File: src/cbs_pkg.sv
// Shared constants, types and the evaluation sequence of the cubic Bezier stepper.
// Used by the register file, the controller, the datapath and the top level.
`default_nettype none

package cbs_pkg;

   // Fixed point format of the curve parameter and the weights.
   localparam int FRAC_BITS = 16;
   localparam int T_W       = FRAC_BITS + 1;
   localparam int W_W       = FRAC_BITS + 2;
   localparam int STEP_W    = 16;
   localparam int SUM_W     = ((T_W > STEP_W) ? T_W : STEP_W) + 1;
   localparam int SM_W      = T_W + 3;

   // Point layout: three signed components packed into one register.
   localparam int COMP_W   = 16;
   localparam int NUM_COMP = 3;
   localparam int PT_W     = COMP_W * NUM_COMP;
   localparam int NUM_PTS  = 4;
   localparam int END_PT   = NUM_PTS - 1;

   // Shared multiplier and accumulator.
   localparam int MUL_W  = ((FRAC_BITS + 3) > (COMP_W + 1)) ? (FRAC_BITS + 3) : (COMP_W + 1);
   localparam int PROD_W = 2 * MUL_W;
   localparam int ACC_W  = PROD_W + 2;

   // Register port.
   localparam int DATA_W  = 64;
   localparam int ADDR_W  = 5;
   localparam int ADDR_LO = 3;

   localparam logic [T_W-1:0] ONE_T = T_W'(1) << FRAC_BITS;
   localparam logic signed [ACC_W-1:0] RND_HALF = ACC_W'(1) << (FRAC_BITS - 1);
   localparam logic signed [ACC_W-1:0] SAT_HI   = ACC_W'((2 ** (COMP_W - 1)) - 1);
   localparam logic signed [ACC_W-1:0] SAT_LO   = ~SAT_HI;

   // Evaluation sequence length.
   localparam int SEQ_W = 5;
   localparam logic [SEQ_W-1:0] LAST_STEP = SEQ_W'(22);

   typedef logic [1:0] comp_idx_type;
   typedef logic [1:0] pt_idx_type;
   typedef logic [NUM_PTS-1:0][PT_W-1:0] pts_type;

   typedef enum logic [3:0] {
      OP_NONE,
      OP_T2,
      OP_T3,
      OP_SMOOTH,
      OP_U2,
      OP_S2,
      OP_W0,
      OP_W1,
      OP_W2,
      OP_W3,
      OP_MAC
   } dp_op_type;

   typedef enum logic [1:0] {
      ACC_HOLD,
      ACC_LOAD,
      ACC_ADD
   } acc_op_type;

   typedef struct packed {
      dp_op_type    op;
      pt_idx_type   mac_k;
      comp_idx_type mac_c;
      acc_op_type   acc_op;
      logic         rnd_en;
      comp_idx_type rnd_c;
   } cbs_step_type;

   typedef struct packed {
      cbs_step_type step;
      logic         capture;
      logic         publish;
   } cbs_cmd_type;

   typedef struct packed {
      logic t_full;
   } cbs_sts_type;

   localparam cbs_step_type STEP_NOP = '{
      op: OP_NONE, mac_k: '0, mac_c: '0, acc_op: ACC_HOLD, rnd_en: 1'b0, rnd_c: '0
   };

   // One signed component of a packed point.
   function automatic logic signed [COMP_W-1:0] pt_comp(input logic [PT_W-1:0] pt,
                                                        input comp_idx_type c);
      logic signed [COMP_W-1:0] v;
      case (c)
         2'd0:    v = pt[COMP_W-1:0];
         2'd1:    v = pt[2*COMP_W-1:COMP_W];
         default: v = pt[3*COMP_W-1:2*COMP_W];
      endcase
      return v;
   endfunction

   // Command issued at each step of the evaluation. The weights are formed first,
   // then each component is accumulated from the multiplier's registered product,
   // and rounded while the next component starts.
   function automatic cbs_step_type seq_step(input logic [SEQ_W-1:0] idx);
      cbs_step_type s;
      s = STEP_NOP;
      case (idx)
         5'd0:  s.op = OP_T2;
         5'd1:  s.op = OP_T3;
         5'd2:  s.op = OP_SMOOTH;
         5'd3:  s.op = OP_U2;
         5'd4:  s.op = OP_S2;
         5'd5:  s.op = OP_W0;
         5'd6:  s.op = OP_W1;
         5'd7:  s.op = OP_W2;
         5'd8:  s.op = OP_W3;
         5'd9:  begin s.op = OP_MAC; s.mac_k = 2'd0; s.mac_c = 2'd0; end
         5'd10: begin s.op = OP_MAC; s.mac_k = 2'd1; s.mac_c = 2'd0; s.acc_op = ACC_LOAD; end
         5'd11: begin s.op = OP_MAC; s.mac_k = 2'd2; s.mac_c = 2'd0; s.acc_op = ACC_ADD; end
         5'd12: begin s.op = OP_MAC; s.mac_k = 2'd3; s.mac_c = 2'd0; s.acc_op = ACC_ADD; end
         5'd13: begin s.op = OP_MAC; s.mac_k = 2'd0; s.mac_c = 2'd1; s.acc_op = ACC_ADD; end
         5'd14: begin
            s.op = OP_MAC; s.mac_k = 2'd1; s.mac_c = 2'd1; s.acc_op = ACC_LOAD;
            s.rnd_en = 1'b1; s.rnd_c = 2'd0;
         end
         5'd15: begin s.op = OP_MAC; s.mac_k = 2'd2; s.mac_c = 2'd1; s.acc_op = ACC_ADD; end
         5'd16: begin s.op = OP_MAC; s.mac_k = 2'd3; s.mac_c = 2'd1; s.acc_op = ACC_ADD; end
         5'd17: begin s.op = OP_MAC; s.mac_k = 2'd0; s.mac_c = 2'd2; s.acc_op = ACC_ADD; end
         5'd18: begin
            s.op = OP_MAC; s.mac_k = 2'd1; s.mac_c = 2'd2; s.acc_op = ACC_LOAD;
            s.rnd_en = 1'b1; s.rnd_c = 2'd1;
         end
         5'd19: begin s.op = OP_MAC; s.mac_k = 2'd2; s.mac_c = 2'd2; s.acc_op = ACC_ADD; end
         5'd20: begin s.op = OP_MAC; s.mac_k = 2'd3; s.mac_c = 2'd2; s.acc_op = ACC_ADD; end
         5'd21: s.acc_op = ACC_ADD;
         5'd22: begin s.rnd_en = 1'b1; s.rnd_c = 2'd2; end
         default: s = STEP_NOP;
      endcase
      return s;
   endfunction

endpackage

`default_nettype wire

File: src/cbs_csr.sv
// Register file holding the four control points of the curve.
// Depends on cbs_pkg for the point layout and the port widths.
`default_nettype none

module cbs_csr (
   input  wire logic                         clock,
   input  wire logic                         reset,
   input  wire logic                         psel,
   input  wire logic                         penable,
   input  wire logic                         pwrite,
   input  wire logic [cbs_pkg::ADDR_W-1:0]   paddr,
   input  wire logic [cbs_pkg::DATA_W-1:0]   pwdata,
   output logic      [cbs_pkg::DATA_W-1:0]   prdata,
   output logic                              pready,
   output cbs_pkg::pts_type                  pts
);

   cbs_pkg::pts_type    pts_ff;
   cbs_pkg::pt_idx_type reg_idx;

   assign reg_idx = paddr[cbs_pkg::ADDR_W-1:cbs_pkg::ADDR_LO];

   always_ff @(posedge clock) begin
      if (reset) begin
         pts_ff <= '0;
      end else if (psel && penable && pwrite) begin
         pts_ff[reg_idx] <= pwdata[cbs_pkg::PT_W-1:0];
      end
   end

   assign prdata = cbs_pkg::DATA_W'(pts_ff[reg_idx]);
   assign pready = 1'b1;
   assign pts    = pts_ff;

endmodule

`default_nettype wire

File: src/cbs_ctrl.sv
// Controller of the stepper: handshakes, evaluation sequencer and result slot.
// Depends on cbs_pkg for the command, status and sequence definitions.
`default_nettype none

module cbs_ctrl (
   input  wire logic          clock,
   input  wire logic          reset,
   input  wire logic          req_valid,
   output logic               req_ready,
   output logic               rsp_valid,
   input  wire logic          rsp_ready,
   input  wire cbs_pkg::cbs_sts_type sts,
   output cbs_pkg::cbs_cmd_type cmd
);

   typedef enum logic [1:0] {
      ST_IDLE,
      ST_RUN,
      ST_FIN
   } state_type;

   state_type                    state_ff;
   logic [cbs_pkg::SEQ_W-1:0]    step_idx_ff;
   cbs_pkg::cbs_step_type        step_ff;
   logic                         out_valid_ff;
   logic                         accept;
   logic                         publish;

   assign req_ready = (state_ff == ST_IDLE) && !reset;
   assign accept    = req_valid && req_ready;
   assign publish   = (state_ff == ST_FIN) && (!out_valid_ff || rsp_ready);

   always_ff @(posedge clock) begin
      if (reset) begin
         state_ff     <= ST_IDLE;
         step_idx_ff  <= '0;
         step_ff      <= cbs_pkg::STEP_NOP;
         out_valid_ff <= 1'b0;
      end else begin
         unique case (state_ff)
            ST_IDLE: begin
               if (accept) begin
                  if (sts.t_full) begin
                     state_ff <= ST_FIN;
                  end else begin
                     state_ff    <= ST_RUN;
                     step_idx_ff <= '0;
                     step_ff     <= cbs_pkg::seq_step('0);
                  end
               end
            end
            ST_RUN: begin
               if (step_idx_ff == cbs_pkg::LAST_STEP) begin
                  state_ff <= ST_FIN;
                  step_ff  <= cbs_pkg::STEP_NOP;
               end else begin
                  step_idx_ff <= step_idx_ff + cbs_pkg::SEQ_W'(1);
                  step_ff     <= cbs_pkg::seq_step(step_idx_ff + cbs_pkg::SEQ_W'(1));
               end
            end
            ST_FIN: begin
               if (publish) begin
                  state_ff <= ST_IDLE;
               end
            end
            default: state_ff <= ST_IDLE;
         endcase

         if (publish) begin
            out_valid_ff <= 1'b1;
         end else if (rsp_ready) begin
            out_valid_ff <= 1'b0;
         end
      end
   end

   assign rsp_valid = out_valid_ff;
   assign cmd = '{step: step_ff, capture: accept, publish: publish};

endmodule

`default_nettype wire

File: src/cbs_dp.sv
// Datapath of the stepper: curve parameter, shared multiplier, weights and accumulator.
// Depends on cbs_pkg; driven step by step by the controller.
`default_nettype none

module cbs_dp (
   input  wire logic                               clock,
   input  wire logic                               reset,
   input  wire cbs_pkg::cbs_cmd_type               cmd,
   input  wire cbs_pkg::pts_type                   pts,
   input  wire logic [cbs_pkg::STEP_W-1:0]         req_step_size,
   input  wire logic                               req_smooth,
   output cbs_pkg::cbs_sts_type                    sts,
   output logic signed [cbs_pkg::COMP_W-1:0]       rsp_pos_x,
   output logic signed [cbs_pkg::COMP_W-1:0]       rsp_pos_y,
   output logic signed [cbs_pkg::COMP_W-1:0]       rsp_pos_z,
   output logic                                    rsp_done_res
);

   logic [cbs_pkg::T_W-1:0]                        t_ff;
   logic [cbs_pkg::T_W-1:0]                        s_ff;
   logic                                           smooth_ff;
   logic [cbs_pkg::T_W-1:0]                        t2_ff;
   logic [cbs_pkg::T_W-1:0]                        t3_ff;
   logic [cbs_pkg::T_W-1:0]                        u2_ff;
   logic [cbs_pkg::T_W-1:0]                        s2_ff;
   logic [cbs_pkg::NUM_PTS-1:0][cbs_pkg::W_W-1:0]  w_ff;
   logic signed [cbs_pkg::PROD_W-1:0]              prod_ff;
   logic signed [cbs_pkg::ACC_W-1:0]               acc_ff;
   logic [cbs_pkg::NUM_COMP-1:0][cbs_pkg::COMP_W-1:0] res_ff;
   logic                                           res_done_ff;
   logic signed [cbs_pkg::COMP_W-1:0]              pos_x_ff;
   logic signed [cbs_pkg::COMP_W-1:0]              pos_y_ff;
   logic signed [cbs_pkg::COMP_W-1:0]              pos_z_ff;
   logic                                           done_ff;

   logic                                           t_full;
   logic [cbs_pkg::SUM_W-1:0]                      t_sum;
   logic [cbs_pkg::T_W-1:0]                        t_next;
   logic [cbs_pkg::T_W-1:0]                        u_val;
   logic [cbs_pkg::SM_W-1:0]                       sm_val;
   logic [cbs_pkg::T_W-1:0]                        sm_clamped;
   logic signed [cbs_pkg::MUL_W-1:0]               mul_a;
   logic signed [cbs_pkg::MUL_W-1:0]               mul_b;
   logic signed [cbs_pkg::PROD_W-1:0]              product;
   logic [cbs_pkg::T_W-1:0]                        prod_q;
   logic [cbs_pkg::W_W-1:0]                        prod_q3;
   logic signed [cbs_pkg::ACC_W-1:0]               rnd_val;
   logic signed [cbs_pkg::ACC_W-1:0]               rnd_sh;
   logic [cbs_pkg::COMP_W-1:0]                     sat_val;

   assign t_full  = (t_ff == cbs_pkg::ONE_T);
   assign sts     = '{t_full: t_full};

   // The parameter saturates at one.
   assign t_sum  = cbs_pkg::SUM_W'(t_ff) + cbs_pkg::SUM_W'(req_step_size);
   assign t_next = (t_sum > cbs_pkg::SUM_W'(cbs_pkg::ONE_T)) ?
                   cbs_pkg::ONE_T : t_sum[cbs_pkg::T_W-1:0];

   assign u_val = cbs_pkg::ONE_T - s_ff;

   // Smoothstep 3t^2 - 2t^3, never negative since t3 <= t2; clamped at one.
   assign sm_val = (cbs_pkg::SM_W'(t2_ff) << 1) + cbs_pkg::SM_W'(t2_ff)
                 - (cbs_pkg::SM_W'(t3_ff) << 1);
   assign sm_clamped = (sm_val > cbs_pkg::SM_W'(cbs_pkg::ONE_T)) ?
                       cbs_pkg::ONE_T : sm_val[cbs_pkg::T_W-1:0];

   always_comb begin
      mul_a = '0;
      mul_b = '0;
      case (cmd.step.op)
         cbs_pkg::OP_T2: begin
            mul_a = cbs_pkg::MUL_W'(t_ff);
            mul_b = cbs_pkg::MUL_W'(t_ff);
         end
         cbs_pkg::OP_T3: begin
            mul_a = cbs_pkg::MUL_W'(t2_ff);
            mul_b = cbs_pkg::MUL_W'(t_ff);
         end
         cbs_pkg::OP_U2: begin
            mul_a = cbs_pkg::MUL_W'(u_val);
            mul_b = cbs_pkg::MUL_W'(u_val);
         end
         cbs_pkg::OP_S2: begin
            mul_a = cbs_pkg::MUL_W'(s_ff);
            mul_b = cbs_pkg::MUL_W'(s_ff);
         end
         cbs_pkg::OP_W0: begin
            mul_a = cbs_pkg::MUL_W'(u2_ff);
            mul_b = cbs_pkg::MUL_W'(u_val);
         end
         cbs_pkg::OP_W1: begin
            mul_a = cbs_pkg::MUL_W'(u2_ff);
            mul_b = cbs_pkg::MUL_W'(s_ff);
         end
         cbs_pkg::OP_W2: begin
            mul_a = cbs_pkg::MUL_W'(u_val);
            mul_b = cbs_pkg::MUL_W'(s2_ff);
         end
         cbs_pkg::OP_W3: begin
            mul_a = cbs_pkg::MUL_W'(s2_ff);
            mul_b = cbs_pkg::MUL_W'(s_ff);
         end
         cbs_pkg::OP_MAC: begin
            mul_a = cbs_pkg::MUL_W'(w_ff[cmd.step.mac_k]);
            mul_b = cbs_pkg::MUL_W'(cbs_pkg::pt_comp(pts[cmd.step.mac_k], cmd.step.mac_c));
         end
         default: begin
            mul_a = '0;
            mul_b = '0;
         end
      endcase
   end

   assign product = mul_a * mul_b;
   assign prod_q  = product[2*cbs_pkg::FRAC_BITS:cbs_pkg::FRAC_BITS];
   assign prod_q3 = (cbs_pkg::W_W'(prod_q) << 1) + cbs_pkg::W_W'(prod_q);

   // Round to nearest with ties upward, then saturate to the component range.
   assign rnd_val = acc_ff + cbs_pkg::RND_HALF;
   assign rnd_sh  = rnd_val >>> cbs_pkg::FRAC_BITS;
   assign sat_val = (rnd_sh > cbs_pkg::SAT_HI) ? cbs_pkg::SAT_HI[cbs_pkg::COMP_W-1:0] :
                    (rnd_sh < cbs_pkg::SAT_LO) ? cbs_pkg::SAT_LO[cbs_pkg::COMP_W-1:0] :
                                                 rnd_sh[cbs_pkg::COMP_W-1:0];

   always_ff @(posedge clock) begin
      if (reset) begin
         t_ff <= '0;
      end else if (cmd.capture && !t_full) begin
         t_ff <= t_next;
      end
   end

   always_ff @(posedge clock) begin
      if (cmd.capture) begin
         if (t_full) begin
            res_ff[0]   <= cbs_pkg::pt_comp(pts[cbs_pkg::END_PT], 2'd0);
            res_ff[1]   <= cbs_pkg::pt_comp(pts[cbs_pkg::END_PT], 2'd1);
            res_ff[2]   <= cbs_pkg::pt_comp(pts[cbs_pkg::END_PT], 2'd2);
            res_done_ff <= 1'b1;
         end else begin
            s_ff        <= t_next;
            smooth_ff   <= req_smooth;
            res_done_ff <= 1'b0;
         end
      end

      case (cmd.step.op)
         cbs_pkg::OP_T2:     t2_ff <= prod_q;
         cbs_pkg::OP_T3:     t3_ff <= prod_q;
         cbs_pkg::OP_SMOOTH: begin
            if (smooth_ff) begin
               s_ff <= sm_clamped;
            end
         end
         cbs_pkg::OP_U2:     u2_ff <= prod_q;
         cbs_pkg::OP_S2:     s2_ff <= prod_q;
         cbs_pkg::OP_W0:     w_ff[0] <= cbs_pkg::W_W'(prod_q);
         cbs_pkg::OP_W1:     w_ff[1] <= prod_q3;
         cbs_pkg::OP_W2:     w_ff[2] <= prod_q3;
         cbs_pkg::OP_W3:     w_ff[3] <= cbs_pkg::W_W'(prod_q);
         cbs_pkg::OP_MAC:    prod_ff <= product;
         default: ;
      endcase

      unique case (cmd.step.acc_op)
         cbs_pkg::ACC_HOLD: ;
         cbs_pkg::ACC_LOAD: acc_ff <= cbs_pkg::ACC_W'(prod_ff);
         cbs_pkg::ACC_ADD:  acc_ff <= acc_ff + cbs_pkg::ACC_W'(prod_ff);
         default: ;
      endcase

      if (cmd.step.rnd_en) begin
         case (cmd.step.rnd_c)
            2'd0:    res_ff[0] <= sat_val;
            2'd1:    res_ff[1] <= sat_val;
            default: res_ff[2] <= sat_val;
         endcase
      end

      if (cmd.publish) begin
         pos_x_ff <= res_ff[0];
         pos_y_ff <= res_ff[1];
         pos_z_ff <= res_ff[2];
         done_ff  <= res_done_ff;
      end
   end

   assign rsp_pos_x    = pos_x_ff;
   assign rsp_pos_y    = pos_y_ff;
   assign rsp_pos_z    = pos_z_ff;
   assign rsp_done_res = done_ff;

endmodule

`default_nettype wire

File: src/cubic_bezier_stepper_top.sv
// Cubic Bezier stepper. Every transfer on the request channel advances the curve parameter t
// by req_step_size (a fraction of the curve in units of 2^-16), saturating at one, and returns
// one point on the response channel: the curve evaluated at t, or at the smoothstep of t when
// req_smooth is set. Once t has already reached one, a request returns the end point unchanged
// with rsp_done_res high; only reset brings t back to zero. The four control points live in
// 64-bit registers at byte addresses 0, 8, 16 and 24 (start, first control, second control,
// end), each holding x, y and z as signed 16-bit values in bits 15:0, 31:16 and 47:32. Write
// them only while no request is in flight. One request is worked on at a time: an evaluated
// point passes from its request transfer through the accept, the 23 steps of the sequence that
// shares a single multiplier between the Bernstein weights and the twelve point products, and
// the hand-off of the point to the response register, which waits while an earlier point is
// still held and not taken. A request made after t reached one skips the sequence. The response
// register lets the next request start while the previous point still waits to be taken.
// Depends on cbs_pkg, cbs_csr, cbs_ctrl and cbs_dp.
`default_nettype none

module cubic_bezier_stepper_top (
   input  wire logic                           clock,
   input  wire logic                           reset,
   // Request channel.
   input  wire logic                           req_valid,
   output logic                                req_ready,
   input  wire logic [cbs_pkg::STEP_W-1:0]     req_step_size,
   input  wire logic                           req_smooth,
   // Response channel.
   output logic                                rsp_valid,
   input  wire logic                           rsp_ready,
   output logic signed [cbs_pkg::COMP_W-1:0]   rsp_pos_x,
   output logic signed [cbs_pkg::COMP_W-1:0]   rsp_pos_y,
   output logic signed [cbs_pkg::COMP_W-1:0]   rsp_pos_z,
   output logic                                rsp_done_res,
   // Register port.
   input  wire logic                           psel,
   input  wire logic                           penable,
   input  wire logic                           pwrite,
   input  wire logic [cbs_pkg::ADDR_W-1:0]     paddr,
   input  wire logic [cbs_pkg::DATA_W-1:0]     pwdata,
   output logic      [cbs_pkg::DATA_W-1:0]     prdata,
   output logic                                pready
);

   // The controller drives the datapath one step per cycle; the datapath only reports
   // whether the parameter already sits at one.
   cbs_pkg::cbs_cmd_type cmd;
   cbs_pkg::cbs_sts_type sts;
   cbs_pkg::pts_type     pts;

   cbs_csr u_csr (
      .clock   (clock),
      .reset   (reset),
      .psel    (psel),
      .penable (penable),
      .pwrite  (pwrite),
      .paddr   (paddr),
      .pwdata  (pwdata),
      .prdata  (prdata),
      .pready  (pready),
      .pts     (pts)
   );

   cbs_ctrl u_ctrl (
      .clock     (clock),
      .reset     (reset),
      .req_valid (req_valid),
      .req_ready (req_ready),
      .rsp_valid (rsp_valid),
      .rsp_ready (rsp_ready),
      .sts       (sts),
      .cmd       (cmd)
   );

   cbs_dp u_dp (
      .clock         (clock),
      .reset         (reset),
      .cmd           (cmd),
      .pts           (pts),
      .req_step_size (req_step_size),
      .req_smooth    (req_smooth),
      .sts           (sts),
      .rsp_pos_x     (rsp_pos_x),
      .rsp_pos_y     (rsp_pos_y),
      .rsp_pos_z     (rsp_pos_z),
      .rsp_done_res  (rsp_done_res)
   );

endmodule

`default_nettype wire

File: config.mk
export PLATFORM = sky130hd
export DESIGN_NAME = cubic_bezier_stepper_top
export DESIGN_NICKNAME = d
export VERILOG_FILES = /design/src/cbs_pkg.sv /design/src/cbs_csr.sv /design/src/cbs_ctrl.sv /design/src/cbs_dp.sv /design/src/cubic_bezier_stepper_top.sv
export SDC_FILE = /design/constraint.sdc
export NUM_CORES = 2
export LEC_CHECK = 0
export ABC_AREA = 1
export BUFFER_PORTS_ARGS = -buffer_cell sky130_fd_sc_hd__buf_2
export CORE_UTILIZATION = 63
export CTS_CLUSTER_SIZE = 24
export DETAILED_ROUTE_END_ITERATION = 10
export PLACE_DENSITY = 0.81
export SETUP_SLACK_MARGIN = 0.2
export SLEW_MARGIN = 20
export SYNTH_ARGS = -nofsm -noshare
export SYNTH_HDL_FRONTEND = slang
export SYNTH_SLANG_ARGS = --single-unit
File: constraint.sdc
create_clock -name clock -period 9.65 [get_ports clock]
set_clock_uncertainty 0.2 [all_clocks]
set_input_delay 1.4475 -clock clock [delete_from_list [all_inputs] [get_ports clock]]
set_output_delay 1.4475 -clock clock [all_outputs]
set_load 0.05 [all_outputs]
==> run summary <==
Total GRT Usage -> 39.25%
Slew headroom -> 26.38%
TritonCTS Buffers -> 58
CTS Buffer Depth -> 3
Initial antenna violation count -> 10
#FFs+latches synth -> 562
Latest clock arrival within the worst-skew pair -> 700 ps
EDFF count, synth -> 267
Ys flop type -> dfxtp_1
Status -> completed
Grt ovf -> 0
Clk pin slew, worst setup/hold paths -> 60 ps
Slowest CP cell -> fa_1
Worst Setup End Kind -> register
Yosys top cell by area -> edfxtp_1
Post-synth ARST share -> 0%
Area share of fa/ha/maj cells after synthesis -> 20.50%
RSZ-0062 raised after global routing -> yes
Slew Limit Fails -> 0
Post-place setup slack -> -112.7 ps
First-pass GRT wire length -> 212400 µm
Die area -> 70190 µm²
Worst setup path class -> reg2reg
GPL Wtd Cong -> 1.031
Sequential element share of the synthesized area -> 31.97%
Final period util -> 96.13%
Number of global-route vias before repair -> 38228
Post-Synth XOR/XNOR Area -> 2.312%
Max incr delay on CP -> 560 ps
CTS tree -> done
Largest family of logic cells by synthesized area -> adder cells
Leakage power -> 23.91 nW
Hold Violations, Final -> 0
Die H -> 264.9 µm
Sink Count -> 562
Row Count -> 96
Wire length per cell -> 20.74 µm
Top post-synthesis cells by area -> edfxtp_1, dfxtp_1, fa_1, nand2_1, ha_1
Synth top area share -> 18.41%
Synth unique cells -> 71
Slew @ Worst Pin -> 1098 ps
Post-synthesis compound-gate area fraction -> 14.74%
Cell area after synthesis -> 43560 µm²
Critical Path Fanout Max -> 49
Area grow syn2layout -> 13.75%
DR iter-0 viols -> 4562
WP data arrival -> 9430 ps
Syn Inst Count -> 5604
DR pass1 iterations -> 8
Antenna-violating nets left -> 0
Vias per Instance -> 5.946
Worst Path Required -> 9810 ps
Fillers -> 5361
Pwr/cell area -> 122.6 nW/µm²
YS warnings -> 0
Hold bufs inserted after CTS -> 0
Mean area per synthesized cell -> 7.772 µm²
Crit-path most repeated cell -> nand2_1
CP delay by family, top -> adder cells
Core ar. -> 68470 µm²
Remaining DRCs -> 0
Setup violators final -> 0
WP buf/inv -> 6
Maxcap violations -> 0
Largest net degree at the start of global routing -> 144
Hold Crit Class -> reg2reg
Port bufs -> 172
Fmax achieved -> 0.1078 GHz
Type of origin of the critical path -> register
H-tree levels -> 2
Io pins -> 209
Layout cell share with drive strength beyond 1 -> 12.83%
Dpl hpwl -> 104600 µm
Die X-Extent -> 264.9 µm
Worst vdd ir -> 0.1603 mV
Period minus WS final -> 9277 ps
Post-synthesis simple-gate area fraction -> 20.00%
Post-synthesis mux area share -> 0%
Via count -> 40654
Final WL -> 141800 µm
Worst setup margin -> 373.4 ps
Initial Utilization -> 63.62%
Hold_ws -> 197.6 ps
Root Buffer Master -> clkbuf_16
Nets -> 6537
## final timing paths
| path | slack (ps) | start | cells past startpoint | to |
|---|---|---|---|---|
| worst max register to register | 370 | u_ctrl.cmd[10] | 38 | u_dp.w_ff[53] |
| worst max-delay path | 370 | u_ctrl.cmd[10] | 38 | u_dp.w_ff[53] |
| worst min register to register | 200 | u_dp.res_ff[22] | 0 | u_dp.rsp_pos_y[6] |
| worst min-delay path | 200 | u_dp.res_ff[22] | 0 | u_dp.rsp_pos_y[6] |
## registers in the layout, indices dropped and copies added, names as in the netlist, 2 cells and up
signal,flops
u_dp.rsp_pos_y,16
u_dp.s_ff,17
u_dp.t_ff,17
u_dp.u2_ff,17
u_dp.acc_ff,40
u_dp.w_ff,70
u_ctrl.state_ff,2
u_dp.t3_ff,17
u_dp.s2_ff,17
u_dp.prod_ff,38
u_dp.res_ff,48
u_dp.rsp_pos_x,16
u_dp.rsp_pos_z,16
u_ctrl.cmd,13
u_csr.pts,192
u_dp.t2_ff,17
u_ctrl.step_idx_ff,5
## per-layer routing
layer | vias to the layer above | track usage (%) | share of wire [%]
met3 | 525 | 6.623 | 9.9
met1 | 19022 | 48.61 | 37
li1 | 18781 | - | -
met4 | 4 | 28.17 | 8.3
met2 | 2322 | 62.40 | 45
met5 | - | 0 | 0.016
## stage by stage
step / utilization, % / area [µm²] / instances / total power [W] / setup TNS [ps]
3_5_place_dp: 67.85 / 46450 / 6675 / 0.003748 / -351.8
2_1_floorplan: - / 43610 / 5619 / 0.003430 / 0
5_1_grt: 72.33 / 49520 / 6828 / 0.006286 / 0
6_report: 72.36 / 49540 / 6837 / 0.006073 / 0
3_3_place_gp: 67.85 / 46450 / 6675 / 0.003724 / -11.15
4_1_cts: 70.84 / 48500 / 6788 / 0.006004 / 0
## cells by family (layout without fill, tap and decap cells)
group | after synthesis | in the layout
buffers and inverters | 1159 | 1484
AND/OR/NAND/NOR | 2106 | 2107
flip-flops | 562 | 562
XOR/XNOR | 115 | 115
other | 2 | 27
adder cells (fa/ha/maj) | 548 | 548
AO/OA/AOI/OAI | 1112 | 1112
## cells in the mapped netlist, drive strengths merged (73+ instances only)
cell type  count
dfxtp        295
inv          918
nand2       1202
o21ai        460
clkbuf       131
fa           276
buf          102
nand3        155
edfxtp       267
nand4         73
ha           272
nor2         587
a21oi        363
## power by group
part           switching, W  internal (W)
logic              0.000739      0.000345
registers         0.0000956       0.00260
clock network       0.00101       0.00129
## area by class of cell
type	instances	area (µm²)	area share [%]
multi-input combinational	3899	25790	52.06
sequential	562	13930	28.12
inverter	926	3545	7.155
timing repair buffer	448	3164	6.387
clock buffer	83	1692	3.414
tap	882	1104	2.227
clock inverter	26	276.5	0.5581
antenna	10	25.02	0.05051
timing repair inverter	1	11.26	0.02273
## layout by cell type (no fill, tap or decap), drive strengths merged, types with 7 or more instances in the layout
master      n
nand2    1203
inv       919
nor2      587
o21ai     460
buf       446
a21oi     363
dfxtp     295
fa        276
ha        272
edfxtp    267
nand3     155
clkbuf     85
nand4      73
xor2       71
a22oi      67
o221ai     49
xnor2      44
nor3       43
a31oi      28
clkinv     27
o211ai     24
o22ai      22
a21o       19
conb       17
a221oi     16
o21bai     12
nor4       12
nand3b     11
diode      10
o2111ai    10
or2         9
a2111oi     8
o311ai      7
## timing repair
action                     4_1_cts  5_1_grt
setup endpoints to repair       20       26
pin swaps                        2       35
gates cloned                     0        4
buffers inserted                 4       35
gates resized for setup         13      141
Note: power is estimated with default switching activity, not from simulation.
